**config.mk**
```make
export PLATFORM = sky130hd
export DESIGN_NAME = gamepad_event_deadzone_mapper_flat
export DESIGN_NICKNAME = d
export VERILOG_FILES = /design/src/rtl/gedm_pkg.sv /design/src/rtl/gedm_in_if.sv /design/src/rtl/gedm_out_if.sv /design/src/rtl/gedm_state.sv /design/src/rtl/gedm_report.sv /design/src/rtl/gamepad_event_deadzone_mapper.sv /design/src/flat_wrapper.sv
export SDC_FILE = /design/constraint.sdc
export NUM_CORES = 1
export LEC_CHECK = 0
export ABC_AREA = 1
export BUFFER_PORTS_ARGS = -buffer_cell sky130_fd_sc_hd__buf_2
export CAP_MARGIN = 20
export CORE_UTILIZATION = 30
export DETAILED_ROUTE_END_ITERATION = 7
export GPL_TIMING_DRIVEN = 1
export PLACE_DENSITY = 0.52
export RECOVER_POWER = 25
export SETUP_SLACK_MARGIN = 0.5
export SKIP_CTS_REPAIR_TIMING = 1
export SYNTH_ARGS = -nofsm -noshare
export SYNTH_HDL_FRONTEND = slang
export SYNTH_SLANG_ARGS = --single-unit
export TNS_END_PERCENT = 5
```
**constraint.sdc**
```tcl
create_clock -name clk_i -period 3.49 [get_ports clk_i]
set_input_delay 0.698 -clock clk_i [delete_from_list [all_inputs] [get_ports clk_i]]
set_output_delay 0.698 -clock clk_i [all_outputs]
set_load 0.02 [all_outputs]
```
**src/rtl/gedm_pkg.sv**
```systemverilog
`default_nettype none

package gedm_pkg;

  localparam int unsigned NumAxes    = 8;
  localparam int unsigned NumButtons = 16;
  localparam int unsigned CfgWidth   = 15;

  // Function codes of an input item
  typedef enum logic [1:0] {
    FUNC_EVENT   = 2'd0,
    FUNC_REPORT  = 2'd1,
    FUNC_CONNECT = 2'd2
  } func_e;

  // Configuration register indexes
  typedef enum logic [1:0] {
    CFG_AXIS_COUNT  = 2'd0,
    CFG_STICK_DZ    = 2'd1,
    CFG_TRIGGER_DZ  = 2'd2,
    CFG_HAT_THRESH  = 2'd3
  } cfg_reg_e;

  // Event types after the init flag is masked off
  localparam logic [6:0] KIND_BUTTON = 7'd1;
  localparam logic [6:0] KIND_AXIS   = 7'd2;

  localparam logic [3:0]  AXIS_COUNT_RST  = 4'd8;
  localparam logic [14:0] STICK_DZ_RST    = 15'd7849;
  localparam logic [7:0]  TRIGGER_DZ_RST  = 8'd30;
  localparam logic [14:0] HAT_THRESH_RST  = 15'd16384;
  localparam logic [15:0] AXIS_MIN        = 16'h8000;
  localparam logic [15:0] AXIS_MAX        = 16'h7fff;

  // Axis roles
  localparam int unsigned AX_LEFT_X   = 0;
  localparam int unsigned AX_LEFT_Y   = 1;
  localparam int unsigned AX_LEFT_TR  = 2;
  localparam int unsigned AX_RIGHT_X  = 3;
  localparam int unsigned AX_RIGHT_Y  = 4;
  localparam int unsigned AX_RIGHT_TR = 5;
  localparam int unsigned AX_HAT_X    = 6;
  localparam int unsigned AX_HAT_Y    = 7;

  // D-pad bits of the button mask
  localparam int unsigned BTN_HAT_Y_LO = 12;
  localparam int unsigned BTN_HAT_Y_HI = 13;
  localparam int unsigned BTN_HAT_X_LO = 14;
  localparam int unsigned BTN_HAT_X_HI = 15;

  typedef struct packed {
    logic [3:0]  axis_count;
    logic [14:0] stick_deadzone;
    logic [7:0]  trigger_deadzone;
    logic [14:0] hat_threshold;
  } cfg_t;

  typedef struct packed {
    logic [1:0]         func;
    logic [7:0]         event_kind;
    logic [7:0]         event_index;
    logic signed [15:0] event_value;
  } in_item_t;

  typedef struct packed {
    logic               is_connect;
    logic [15:0]        buttons;
    logic signed [15:0] left_x;
    logic signed [15:0] left_y;
    logic signed [15:0] right_x;
    logic signed [15:0] right_y;
    logic [7:0]         left_trig;
    logic [7:0]         right_trig;
  } out_item_t;

  typedef struct packed {
    logic                         present;
    logic [NumButtons-1:0]        button_mask;
    logic [NumAxes-1:0][15:0]     axes;
  } pad_state_t;

endpackage

`default_nettype wire

```
**src/rtl/gedm_in_if.sv**
```systemverilog
`default_nettype none

interface gedm_in_if;
  logic               valid;
  logic               ready;
  logic [1:0]         func;
  logic [7:0]         event_kind;
  logic [7:0]         event_index;
  logic signed [15:0] event_value;

  modport source (
    output valid, func, event_kind, event_index, event_value,
    input  ready
  );

  modport sink (
    input  valid, func, event_kind, event_index, event_value,
    output ready
  );
endinterface

`default_nettype wire

```
**src/rtl/gedm_out_if.sv**
```systemverilog
`default_nettype none

interface gedm_out_if;
  logic               valid;
  logic               ready;
  logic               is_connect;
  logic [15:0]        buttons;
  logic signed [15:0] left_x;
  logic signed [15:0] left_y;
  logic signed [15:0] right_x;
  logic signed [15:0] right_y;
  logic [7:0]         left_trig;
  logic [7:0]         right_trig;

  modport source (
    output valid, is_connect, buttons, left_x, left_y, right_x, right_y,
           left_trig, right_trig,
    input  ready
  );

  modport sink (
    input  valid, is_connect, buttons, left_x, left_y, right_x, right_y,
           left_trig, right_trig,
    output ready
  );
endinterface

`default_nettype wire

```
**src/rtl/gedm_state.sv**
```systemverilog
`default_nettype none

module gedm_state (
  input  wire logic               clk_i,
  input  wire logic               rst_ni,
  input  wire logic               fire_i,
  input  wire gedm_pkg::in_item_t item_i,
  output gedm_pkg::pad_state_t    state_o
);
  import gedm_pkg::*;

  pad_state_t state_q, state_d;
  logic [6:0] kind;

  assign kind = item_i.event_kind[6:0];

  always_comb begin
    state_d = state_q;
    if (fire_i) begin
      unique case (item_i.func)
        FUNC_EVENT: begin
          // Drop events while no device is attached or the event is malformed
          if (state_q.present) begin
            if (kind == KIND_BUTTON && item_i.event_index < 8'(NumButtons)) begin
              state_d.button_mask[item_i.event_index[3:0]] = (item_i.event_value != '0);
            end else if (kind == KIND_AXIS && item_i.event_index < 8'(NumAxes)) begin
              state_d.axes[item_i.event_index[2:0]] = item_i.event_value;
            end
          end
        end
        FUNC_CONNECT: begin
          state_d.present             = 1'b1;
          state_d.button_mask         = '0;
          state_d.axes                = '0;
          state_d.axes[AX_RIGHT_Y]    = AXIS_MIN;
          state_d.axes[AX_RIGHT_TR]   = AXIS_MIN;
        end
        default: begin
        end
      endcase
    end
  end

  always_ff @(posedge clk_i or negedge rst_ni) begin
    if (!rst_ni) begin
      state_q <= '0;
    end else begin
      state_q <= state_d;
    end
  end

  assign state_o = state_q;

endmodule

`default_nettype wire

```
**src/rtl/gedm_report.sv**
```systemverilog
`default_nettype none

module gedm_report (
  input  wire gedm_pkg::pad_state_t state_i,
  input  wire gedm_pkg::cfg_t       cfg_i,
  output gedm_pkg::out_item_t       report_o
);
  import gedm_pkg::*;

  function automatic logic [15:0] stick_dz(logic [15:0] v, logic [14:0] dz);
    logic [16:0] mag;
    mag = v[15] ? (17'd0 - {v[15], v}) : {1'b0, v};
    return (mag < {2'b00, dz}) ? 16'd0 : v;
  endfunction

  function automatic logic [15:0] neg_sat(logic [15:0] v);
    return (v == AXIS_MIN) ? AXIS_MAX : (16'd0 - v);
  endfunction

  // (v + 32768) >> 8 is the offset-binary top byte
  function automatic logic [7:0] trig_dz(logic [15:0] v, logic [7:0] dz);
    logic [7:0] t;
    t = {~v[15], v[14:8]};
    return (t < dz) ? 8'd0 : t;
  endfunction

  logic [3:0]         cnt;
  logic signed [16:0] thr_pos, thr_neg, hat_x, hat_y;
  logic [15:0]        btn;

  assign cnt     = cfg_i.axis_count;
  assign thr_pos = $signed({2'b00, cfg_i.hat_threshold});
  assign thr_neg = 17'sd0 - thr_pos;
  assign hat_x   = $signed({state_i.axes[AX_HAT_X][15], state_i.axes[AX_HAT_X]});
  assign hat_y   = $signed({state_i.axes[AX_HAT_Y][15], state_i.axes[AX_HAT_Y]});

  always_comb begin
    btn = state_i.button_mask;
    if (cnt > 4'(AX_HAT_X)) begin
      if (hat_x < thr_neg) btn[BTN_HAT_X_LO] = 1'b1;
      if (hat_x > thr_pos) btn[BTN_HAT_X_HI] = 1'b1;
    end
    if (cnt > 4'(AX_HAT_Y)) begin
      if (hat_y < thr_neg) btn[BTN_HAT_Y_LO] = 1'b1;
      if (hat_y > thr_pos) btn[BTN_HAT_Y_HI] = 1'b1;
    end
  end

  always_comb begin
    report_o            = '0;
    report_o.is_connect = 1'b0;
    report_o.buttons    = btn;
    if (cnt > 4'(AX_LEFT_X)) begin
      report_o.left_x = stick_dz(state_i.axes[AX_LEFT_X], cfg_i.stick_deadzone);
    end
    if (cnt > 4'(AX_LEFT_Y)) begin
      report_o.left_y = neg_sat(stick_dz(state_i.axes[AX_LEFT_Y], cfg_i.stick_deadzone));
    end
    if (cnt > 4'(AX_LEFT_TR)) begin
      report_o.left_trig = trig_dz(state_i.axes[AX_LEFT_TR], cfg_i.trigger_deadzone);
    end
    if (cnt > 4'(AX_RIGHT_X)) begin
      report_o.right_x = stick_dz(state_i.axes[AX_RIGHT_X], cfg_i.stick_deadzone);
    end
    if (cnt > 4'(AX_RIGHT_Y)) begin
      report_o.right_y = neg_sat(stick_dz(state_i.axes[AX_RIGHT_Y], cfg_i.stick_deadzone));
    end
    if (cnt > 4'(AX_RIGHT_TR)) begin
      report_o.right_trig = trig_dz(state_i.axes[AX_RIGHT_TR], cfg_i.trigger_deadzone);
    end
  end

endmodule

`default_nettype wire

```
**src/rtl/gamepad_event_deadzone_mapper.sv**
```systemverilog
// Gamepad event mapper: keeps a 16-bit button mask and eight axis positions from
// joystick driver events and, on a report request with a device attached, emits
// one state report with stick deadzones, 8-bit triggers and hat d-pad bits,
// gated by the axis count. A connect request resets the state and emits a zeroed
// connect report. An item is taken into an input register, then applied to the
// state and turned into a result, and the result waits in an output register;
// the block accepts one item per cycle while the input register can advance, a
// stall on the output side holding back the input only once the input register
// is full. Configuration writes are taken at any cycle but must only be issued
// while the block is idle.
`default_nettype none

module gamepad_event_deadzone_mapper (
  input  wire logic                         clk_i,
  input  wire logic                         rst_ni,
  gedm_in_if.sink                           in_i,
  gedm_out_if.source                        out_o,
  input  wire logic                         cfg_we_i,
  input  wire logic [1:0]                   cfg_idx_i,
  input  wire logic [gedm_pkg::CfgWidth-1:0] cfg_wdata_i
);
  import gedm_pkg::*;

  cfg_t       cfg_q;
  in_item_t   in_q;
  logic       in_vld_q;
  out_item_t  out_q;
  logic       out_vld_q;
  pad_state_t pad_state;
  out_item_t  report;
  out_item_t  result;
  in_item_t   in_item;
  logic       has_result, out_free, advance, in_ready;

  // Configuration registers
  always_ff @(posedge clk_i or negedge rst_ni) begin
    if (!rst_ni) begin
      cfg_q.axis_count       <= AXIS_COUNT_RST;
      cfg_q.stick_deadzone   <= STICK_DZ_RST;
      cfg_q.trigger_deadzone <= TRIGGER_DZ_RST;
      cfg_q.hat_threshold    <= HAT_THRESH_RST;
    end else if (cfg_we_i) begin
      unique case (cfg_reg_e'(cfg_idx_i))
        CFG_AXIS_COUNT: cfg_q.axis_count       <= cfg_wdata_i[3:0];
        CFG_STICK_DZ:   cfg_q.stick_deadzone   <= cfg_wdata_i[14:0];
        CFG_TRIGGER_DZ: cfg_q.trigger_deadzone <= cfg_wdata_i[7:0];
        CFG_HAT_THRESH: cfg_q.hat_threshold    <= cfg_wdata_i[14:0];
        default: begin
        end
      endcase
    end
  end

  assign in_item.func        = in_i.func;
  assign in_item.event_kind  = in_i.event_kind;
  assign in_item.event_index = in_i.event_index;
  assign in_item.event_value = in_i.event_value;

  // Only connect and a report with a device attached produce a transaction
  assign has_result = (in_q.func == FUNC_CONNECT) ||
                      ((in_q.func == FUNC_REPORT) && pad_state.present);
  assign out_free   = !out_vld_q || out_o.ready;
  assign advance    = in_vld_q && (!has_result || out_free);
  assign in_ready   = !in_vld_q || advance;
  assign in_i.ready = in_ready;

  always_ff @(posedge clk_i or negedge rst_ni) begin
    if (!rst_ni) begin
      in_vld_q <= 1'b0;
    end else if (in_ready) begin
      in_vld_q <= in_i.valid;
    end
  end

  always_ff @(posedge clk_i) begin
    if (in_ready && in_i.valid) begin
      in_q <= in_item;
    end
  end

  gedm_state u_state (
    .clk_i   (clk_i),
    .rst_ni  (rst_ni),
    .fire_i  (advance),
    .item_i  (in_q),
    .state_o (pad_state)
  );

  gedm_report u_report (
    .state_i  (pad_state),
    .cfg_i    (cfg_q),
    .report_o (report)
  );

  always_comb begin
    if (in_q.func == FUNC_CONNECT) begin
      result            = '0;
      result.is_connect = 1'b1;
    end else begin
      result = report;
    end
  end

  // Output register: load on a new result, drop once taken
  always_ff @(posedge clk_i or negedge rst_ni) begin
    if (!rst_ni) begin
      out_vld_q <= 1'b0;
    end else if (advance && has_result) begin
      out_vld_q <= 1'b1;
    end else if (out_o.ready) begin
      out_vld_q <= 1'b0;
    end
  end

  always_ff @(posedge clk_i) begin
    if (advance && has_result) begin
      out_q <= result;
    end
  end

  assign out_o.valid      = out_vld_q;
  assign out_o.is_connect = out_q.is_connect;
  assign out_o.buttons    = out_q.buttons;
  assign out_o.left_x     = out_q.left_x;
  assign out_o.left_y     = out_q.left_y;
  assign out_o.right_x    = out_q.right_x;
  assign out_o.right_y    = out_q.right_y;
  assign out_o.left_trig  = out_q.left_trig;
  assign out_o.right_trig = out_q.right_trig;

endmodule

`default_nettype wire
```
**src/flat_wrapper.sv**
```systemverilog
// flat-port wrapper written by rule: the top's interface ports become plain ports
module gamepad_event_deadzone_mapper_flat import gedm_pkg::*;
  (clk_i, rst_ni, cfg_we_i, cfg_idx_i, cfg_wdata_i, in_i_valid, in_i_func, in_i_event_kind, in_i_event_index, in_i_event_value, in_i_ready, out_o_valid, out_o_is_connect, out_o_buttons, out_o_left_x, out_o_left_y, out_o_right_x, out_o_right_y, out_o_left_trig, out_o_right_trig, out_o_ready);
  gedm_in_if in_i_i ();
  gedm_out_if out_o_i ();
  input  wire logic clk_i;
  input  wire logic rst_ni;
  input  wire logic cfg_we_i;
  input  wire logic [1:0] cfg_idx_i;
  input  wire logic [gedm_pkg::CfgWidth-1:0] cfg_wdata_i;
  input wire logic [$bits(in_i_i.valid)-1:0] in_i_valid;
  input wire logic [$bits(in_i_i.func)-1:0] in_i_func;
  input wire logic [$bits(in_i_i.event_kind)-1:0] in_i_event_kind;
  input wire logic [$bits(in_i_i.event_index)-1:0] in_i_event_index;
  input wire logic [$bits(in_i_i.event_value)-1:0] in_i_event_value;
  output wire logic [$bits(in_i_i.ready)-1:0] in_i_ready;
  output wire logic [$bits(out_o_i.valid)-1:0] out_o_valid;
  output wire logic [$bits(out_o_i.is_connect)-1:0] out_o_is_connect;
  output wire logic [$bits(out_o_i.buttons)-1:0] out_o_buttons;
  output wire logic [$bits(out_o_i.left_x)-1:0] out_o_left_x;
  output wire logic [$bits(out_o_i.left_y)-1:0] out_o_left_y;
  output wire logic [$bits(out_o_i.right_x)-1:0] out_o_right_x;
  output wire logic [$bits(out_o_i.right_y)-1:0] out_o_right_y;
  output wire logic [$bits(out_o_i.left_trig)-1:0] out_o_left_trig;
  output wire logic [$bits(out_o_i.right_trig)-1:0] out_o_right_trig;
  input wire logic [$bits(out_o_i.ready)-1:0] out_o_ready;
  assign in_i_i.valid = in_i_valid;
  assign in_i_i.func = in_i_func;
  assign in_i_i.event_kind = in_i_event_kind;
  assign in_i_i.event_index = in_i_event_index;
  assign in_i_i.event_value = in_i_event_value;
  assign in_i_ready = in_i_i.ready;
  assign out_o_valid = out_o_i.valid;
  assign out_o_is_connect = out_o_i.is_connect;
  assign out_o_buttons = out_o_i.buttons;
  assign out_o_left_x = out_o_i.left_x;
  assign out_o_left_y = out_o_i.left_y;
  assign out_o_right_x = out_o_i.right_x;
  assign out_o_right_y = out_o_i.right_y;
  assign out_o_left_trig = out_o_i.left_trig;
  assign out_o_right_trig = out_o_i.right_trig;
  assign out_o_i.ready = out_o_ready;
  gamepad_event_deadzone_mapper u_core (.clk_i(clk_i), .rst_ni(rst_ni), .in_i(in_i_i), .out_o(out_o_i), .cfg_we_i(cfg_we_i), .cfg_idx_i(cfg_idx_i), .cfg_wdata_i(cfg_wdata_i));
endmodule
```
# == Word-level counts from Yosys, hierarchy flattened ==
# Index checks and enable logic that the tools add are counted.
# W data, S select, Z words.
# word_totals
ff_bits,319
word_cells,155
# classes
addsub,7
magnitude_cmp,24
eq_ne,13
muxes,38
bitwise,8
reduce_logical,35
# ops
cell,n
$pmux W144 S2,1
$mux W128,2
$mux W16,12
$mux W144,1
$bwmux W128,1
$mux W97,1
$lt A17 B15 Y1,4
$mux W17,4
$sub A1 B16 Y17 const A,4
$demux W16 S3,1
$eq A16 B16 Y1 const B,2
$gt A16 B16 Y1,2
$lt A16 B16 Y1,2
$mux W8,4
$sub A1 B16 Y16 const A,2
$reduce_or A3 Y1,6
$bwmux W16,1
$gt A4 B3 Y1 const B,4
$lt A8 B8 Y1,2
$reduce_bool A16 Y1,1
$sub A1 B15 Y16 const A,1
$reduce_and A2 Y1,5
$gt A4 B1 Y1 const B,2
$gt A4 B2 Y1 const B,2
23 further kinds,58

# == Logic depth before layout (Yosys ltp) ==
# logic_depth
depth_word,9
ltp_mapped,28
mapped_depth_nobuf,25

# == Modules after synthesis ==
# A second synthesis with hierarchy kept.
# hier_totals
hier_cells,2370
area_unflattened_um2,19434.9
# by_module_without_submodules
module,instances,cells_per_inst,area_each_um2,seq_area_each_um2
gedm_state,1,807,6707.7,3628.5
gamepad_event_deadzone_mapper,1,508,6439.9,5052.3
gedm_report,1,1055,6287.3,0.0

# == Least setup slack after synthesis ==
# No wires, ideal clock.
# synth_timing
path_kind,flip-flop to flip-flop
startpoint,register u_core.u_state.state_q (netlist bit u_core.u_state.state_o[16])
endpoint,"register u_core.out_q (netlist bit u_core.out_o.left_y[6]), data pin"
arrival_ns,3.725
setup_slack_ns,-0.382
path_stages_with_launch,28
n_path_buf,4
period_less_slack_ns,3.872
path_cell_list,dfrtp_1 inv_1 ha_1 inv_1 nor3_1 nand3_1 nor3_1 nand2_1 nor3_1 nor2_1 xor2_1 ha_1 a21oi_1 o21ai_0 nand3_1 nand2_1 inv_1 nand2_2 buf_6 buf_2 nand2_1 ha_1 clkbuf_1 nand2_1 nor2_1 nand2_2 buf_6 a21oi_2
# synth_via
elab_chain_cells,6
word_cells_on_any_way,7
# synth_lines
element,line_no,source
start: declaration,gedm_state.sv:12,"pad_state_t state_q, state_d;"
start signal: assignment,gedm_state.sv:48,state_q <= state_d;
$sub A1 B16 Y17,gedm_report.sv:12,"mag = v[15] ? (17'd0 - {v[15], v}) : {1'b0, v};"
$mux W17,gedm_report.sv:12,
$lt A17 B15 Y1,gedm_report.sv:13,"return (mag < {2'b00, dz}) ? 16'd0 : v;"
$mux W16 (*),gedm_report.sv:13,
$sub A1 B16 Y16 / $eq A16 B16 Y1 (equally long branches),gedm_report.sv:17,return (v == AXIS_MIN) ? AXIS_MAX : (16'd0 - v);
$mux W16 (*),gedm_report.sv:17,
end signal: assignment,gamepad_event_deadzone_mapper.sv:117,out_q <= result;
end: declaration,gamepad_event_deadzone_mapper.sv:27,out_item_t out_q;
# Mark *: on every way between the ends. The rest lies on a longest branch, timed or not.
# A chain may end at the register's enable or synchronous reset.

# == Worst setup path in the final report ==
# layout_timing
startpoint,register u_core.u_state.state_q (netlist bit u_core.u_state.state_o[17])
endpoint,"register u_core.out_q (netlist bit u_core.out_o.left_y[6]), data pin"
# Same word-level chain as after synthesis.

==> results.py <==
metrics = {
    "placed_design": {
        "place_congestion": 0.865,
        "hpwlAfterDp_mm": 36.8,
        "portBuffers": 153,
        "placement_setup_slack_ns": -0.0459,
    },
    "sta": {
        "skew_ns": 0.0233,
        "finalHoldViolCount": 0,
        "report.final.slew_viol_count": 74,
        "timing.final.setup_violations": 10,
        "achievable-frequency_mhz": 284,
        "period_minus_slack_ns": 3.52,
        "postLayoutSetupSlackWorst_ns": -0.0313,
        "fin_crit_share_pct": 101,
        "maxSlewHeadroom_pct": -41.4,
        "setup_repair_after_global_routing_missed_its_margin": "yes",
        "worstMarginPinSlew_ns": 2.12,
    },
    "floorplanning": {
        "chipWidth_um": 239,
        "initial_utilization_pct": 30.5,
        "core_area_sq_um": 55200,
        "fp-row-count": 86,
        "top_level_ports": 155,
        "die_y_um": 239,
        "die_area_sq_um": 57000,
    },
    "synthesis": {
        "syn-cell-area_sq_um": 16800,
        "yosys.cell_types.count": 51,
        "synthesis.instances": 1811,
        "synth_simple_gate_area_share_pct": 15.6,
        "post_synthesis_share_of_cell_area_spent_on_full_adders_half_adders_and_majority_gates_pct": 10.2,
        "yosys_most_used_dff": "sky130_fd_sc_hd__dfrtp_1",
        "synth_enable_flop_cells": 130,
        "synth_fp_nets": 2004,
        "yosys_warnings": 0,
        "ys_seq_area_share_pct": 49.1,
        "synth_top_family_by_area": "simple AND/OR/NAND/NOR gates",
        "ys_async_sr_fraction_pct": 57.1,
        "synth_compound_gate_area_share_pct": 13.8,
        "synth_xor_xnor_area_share_pct": 3.59,
        "synth_area_per_cell_sq_um": 9.29,
        "ys_seq_elements": 303,
        "synthMuxAreaShare_pct": 0,
    },
    "global_route": {
        "grt_first_pass_wirelength_mm": 77.1,
        "globalRoute.totalOverflow": 0,
        "grt_pass1_vias": 13300,
        "grtUsageTotal_pct": 17.7,
        "antenna_violations_before_repair": 1,
        "grt_start_max_net_pins": 74,
    },
    "critical_path": {
        "reg2reg_to": "u_core.out_o.left_y[6]",
        "endpoint_kind": "register",
        "r2r-start": "u_core.u_state.state_o[17]",
        "cp-startpoint": "u_core.u_state.state_o[17]",
        "timing.reg2reg.worst_path_depth": 24,
        "timing.critical_path.from_type": "register",
        "timing.critical_path.to": "u_core.out_o.left_y[6]",
        "reg2reg_setup_slack_ns": -0.03,
        "path_class": "register to register",
        "cp_arrival_ns": 3.94,
        "cp_max_fo": 7,
        "worst_ep_required_time_ns": 3.91,
    },
    "run_status": {
        "violated_checks": "max-capacitance violations, max-slew violations, negative setup slack",
        "result_of_the_run": "finished, violations left",
    },
    "job": {
        "max_cap_viol_count": 1,
    },
    "cells_and_area": {
        "syn_to_final_growth_pct": 24.7,
        "final_common_cell": "sky130_fd_sc_hd__nand2_1",
        "final_layout_size_suffix_gt1_share_pct": 24.7,
        "n_antenna_cell": 0,
        "fillCellCount": 5482,
        "mostFrequentLayoutCells": "256 x sky130_fd_sc_hd__nand2_1, 249 x sky130_fd_sc_hd__inv_1, 157 x sky130_fd_sc_hd__dfrtp_1, 147 x sky130_fd_sc_hd__buf_2, 132 x sky130_fd_sc_hd__ha_1",
        "fin_nets": 2234,
    },
    "drt": {
        "detailroute.via_count": 13500,
        "avgViaCountPerCell": 4.79,
        "drtAntennaViolNets": 0,
        "routed_wire_length_mm": 50.0,
        "firstDrtPassIters": 5,
        "post_drt_wl_per_cell_um": 17.7,
        "detail_route.iter0.violations": 756,
        "detail_route.drc_violations": 0,
    },
    "worst_hold_path": {
        "worst_hold_path_type": "input port to register",
    },
    "clocking": {
        "cts-root-buf": "sky130_fd_sc_hd__clkbuf_16",
        "ctsHtreeMaxLevel": 2,
        "cts.sink_count": 303,
        "clkTransAtPathRegs_ns": 0.06,
        "cts-buffers-inserted": 37,
        "clock_insertion_delay_worst_skew_ns": 0.57,
        "cts_max_path_buffers": 3,
        "cts_tree": "done",
    },
    "pwr": {
        "power_density_nw_per_um2": 768,
        "vdd.ir_drop.worst_v": 0.000406,
        "power.static_leakage_nw": 9.32,
        "p_total_mw": 16.1,
    },
}
critical path: stages (launching register included):
cell and delay, ns:
sky130_fd_sc_hd__dfrtp_1 0.39, sky130_fd_sc_hd__inv_2 0.06, sky130_fd_sc_hd__ha_1 0.13, sky130_fd_sc_hd__inv_1 0.06, sky130_fd_sc_hd__nor3_2 0.13, sky130_fd_sc_hd__nand3_1 0.14
sky130_fd_sc_hd__nor3_2 0.21, sky130_fd_sc_hd__nand2_1 0.11, sky130_fd_sc_hd__nor3_2 0.16, sky130_fd_sc_hd__nor2_1 0.07, sky130_fd_sc_hd__xor2_1 0.16, sky130_fd_sc_hd__ha_1 0.33
sky130_fd_sc_hd__a21oi_2 0.14, sky130_fd_sc_hd__o21ai_1 0.07, sky130_fd_sc_hd__nand3_1 0.08, sky130_fd_sc_hd__nand2_1 0.05, sky130_fd_sc_hd__inv_1 0.08, sky130_fd_sc_hd__nand2_4 0.08
sky130_fd_sc_hd__nand2_1 0.12, sky130_fd_sc_hd__ha_4 0.20, sky130_fd_sc_hd__nand2_4 0.07, sky130_fd_sc_hd__nor2_4 0.14, sky130_fd_sc_hd__nand2_4 0.08, sky130_fd_sc_hd__buf_6 0.15
sky130_fd_sc_hd__a21oi_2 0.12
state kept, by name, indices dropped and copies added, names as in the netlist:
| name | flops |
|---|---|
| u_core.out_o.right_y | 16 |
| u_core.cfg_q | 42 |
| u_core.out_o.right_trig | 8 |
| u_core.in_q | 33 |
| u_core.out_o.left_y | 16 |
| u_core.in_vld_q | 1 |
| u_core.out_o.valid | 1 |
| u_core.out_o.right_x | 16 |
| u_core.out_o.is_connect | 1 |
| u_core.out_o.buttons | 16 |
| u_core.out_o.left_x | 16 |
| u_core.out_o.left_trig | 8 |
| u_core.u_state.state_o | 129 |
synth_stat cells (2+ instances only):
master	instances	area share (%)
sky130_fd_sc_hd__buf_6	6	0.40
sky130_fd_sc_hd__a21o_1	3	0.13
sky130_fd_sc_hd__nor2_1	168	3.7
sky130_fd_sc_hd__ha_1	137	10
sky130_fd_sc_hd__nor3_1	30	0.89
sky130_fd_sc_hd__o211ai_1	7	0.31
sky130_fd_sc_hd__nand2_2	8	0.30
sky130_fd_sc_hd__o31ai_1	22	0.98
sky130_fd_sc_hd__nand4_1	17	0.63
sky130_fd_sc_hd__o22ai_1	111	4.1
sky130_fd_sc_hd__or2_2	5	0.19
sky130_fd_sc_hd__inv_1	263	5.9
sky130_fd_sc_hd__o41ai_1	4	0.21
sky130_fd_sc_hd__nand3b_1	4	0.18
sky130_fd_sc_hd__inv_2	6	0.13
sky130_fd_sc_hd__buf_2	14	0.42
sky130_fd_sc_hd__nor4_1	7	0.26
sky130_fd_sc_hd__nand3_1	54	1.6
sky130_fd_sc_hd__a21boi_0	2	0.089
sky130_fd_sc_hd__nor2_2	4	0.15
sky130_fd_sc_hd__xor2_1	67	3.5
sky130_fd_sc_hd__a41oi_1	2	0.10
sky130_fd_sc_hd__o21ai_1	2	0.060
sky130_fd_sc_hd__edfxtp_1	130	23
sky130_fd_sc_hd__buf_4	2	0.089
sky130_fd_sc_hd__nand3_2	15	0.89
sky130_fd_sc_hd__a21oi_2	22	1.1
sky130_fd_sc_hd__a31oi_1	3	0.11
sky130_fd_sc_hd__clkbuf_1	36	0.80
sky130_fd_sc_hd__o41ai_2	2	0.19
sky130_fd_sc_hd__a21oi_1	84	2.5
sky130_fd_sc_hd__o21a_1	4	0.18
sky130_fd_sc_hd__nor2_4	4	0.27
sky130_fd_sc_hd__dfstp_2	14	2.2
sky130_fd_sc_hd__nand2_1	269	6.0
sky130_fd_sc_hd__xnor2_1	2	0.10
sky130_fd_sc_hd__a211oi_1	4	0.18
sky130_fd_sc_hd__o21ai_0	105	3.1
sky130_fd_sc_hd__nand4_4	2	0.25
sky130_fd_sc_hd__dfrtp_1	159	24
per-layer routing:
layer / GRT usage, % / part of all wire [%] / up-vias
met5: 0 / 0.026 / -
met4: 5.26 / 2.7 / 2
met3: 2.63 / 4.2 / 78
met2: 29.2 / 48 / 298
met1: 23.8 / 45 / 6494
li1: - / - / 6622
cell type report:
type	count	area, sq um	area share [%]
clock buffers	45	956	4.56
clock inverters	22	312	1.49
inverters	269	1020	4.87
multi-input cells	1180	7930	37.8
flip-flops and latches	303	8250	39.3
well taps	748	936	4.46
repair buffers	250	1570	7.49
per-stage QoR:
step	setup TNS [ns]	hold slack, ns	utilization (%)	area (sq um)	std cells
after floorplan	-0.418	0.402	-	16900	1811
after global placement	-0.177	0.465	34.4	19000	2746
after detailed placement	-0.102	0.469	34.4	19000	2746
after CTS	-0.875	0.203	36.7	20300	2813
after global routing	-4.72	0.269	38.0	21000	2817
final	-0.151	0.298	38.0	21000	2817
report_power, final:
part	total, mW	switching, mW	internal (mW)
registers	4.99	0.500	4.49
clock network	4.03	1.60	2.43
logic	7.10	4.22	2.88
how the worst min path moves through the flow:
stage	start	endpoint	slack, ns	cells after the start
after global routing	in_i_event_index[7]	u_core.in_q[23]	0.27	1
after global placement	u_core.u_state.state_o[144]	u_core.u_state.state_o[144]	0.46	2
final	in_i_event_index[5]	u_core.in_q[21]	0.30	1
after CTS	rst_ni	u_core.u_state.state_o[126]	0.20	1
after floorplan	rst_ni	u_core.cfg_q[0]	0.40	0
after detailed placement	u_core.u_state.state_o[131]	u_core.u_state.state_o[131]	0.47	2
cells by family (layout without fill, tap and decap cells):
kind of cell               count (synthesis)  after routing
DFF                                      303            303
xor gates and xnor gates                  69             69
adders and majority gates                137            137
buffers and inverters                    328            586
AOI/OAI and AO/OA                        383            383
and+or+nand+nor                          591            591
Power figures use the tool's default switching activity.
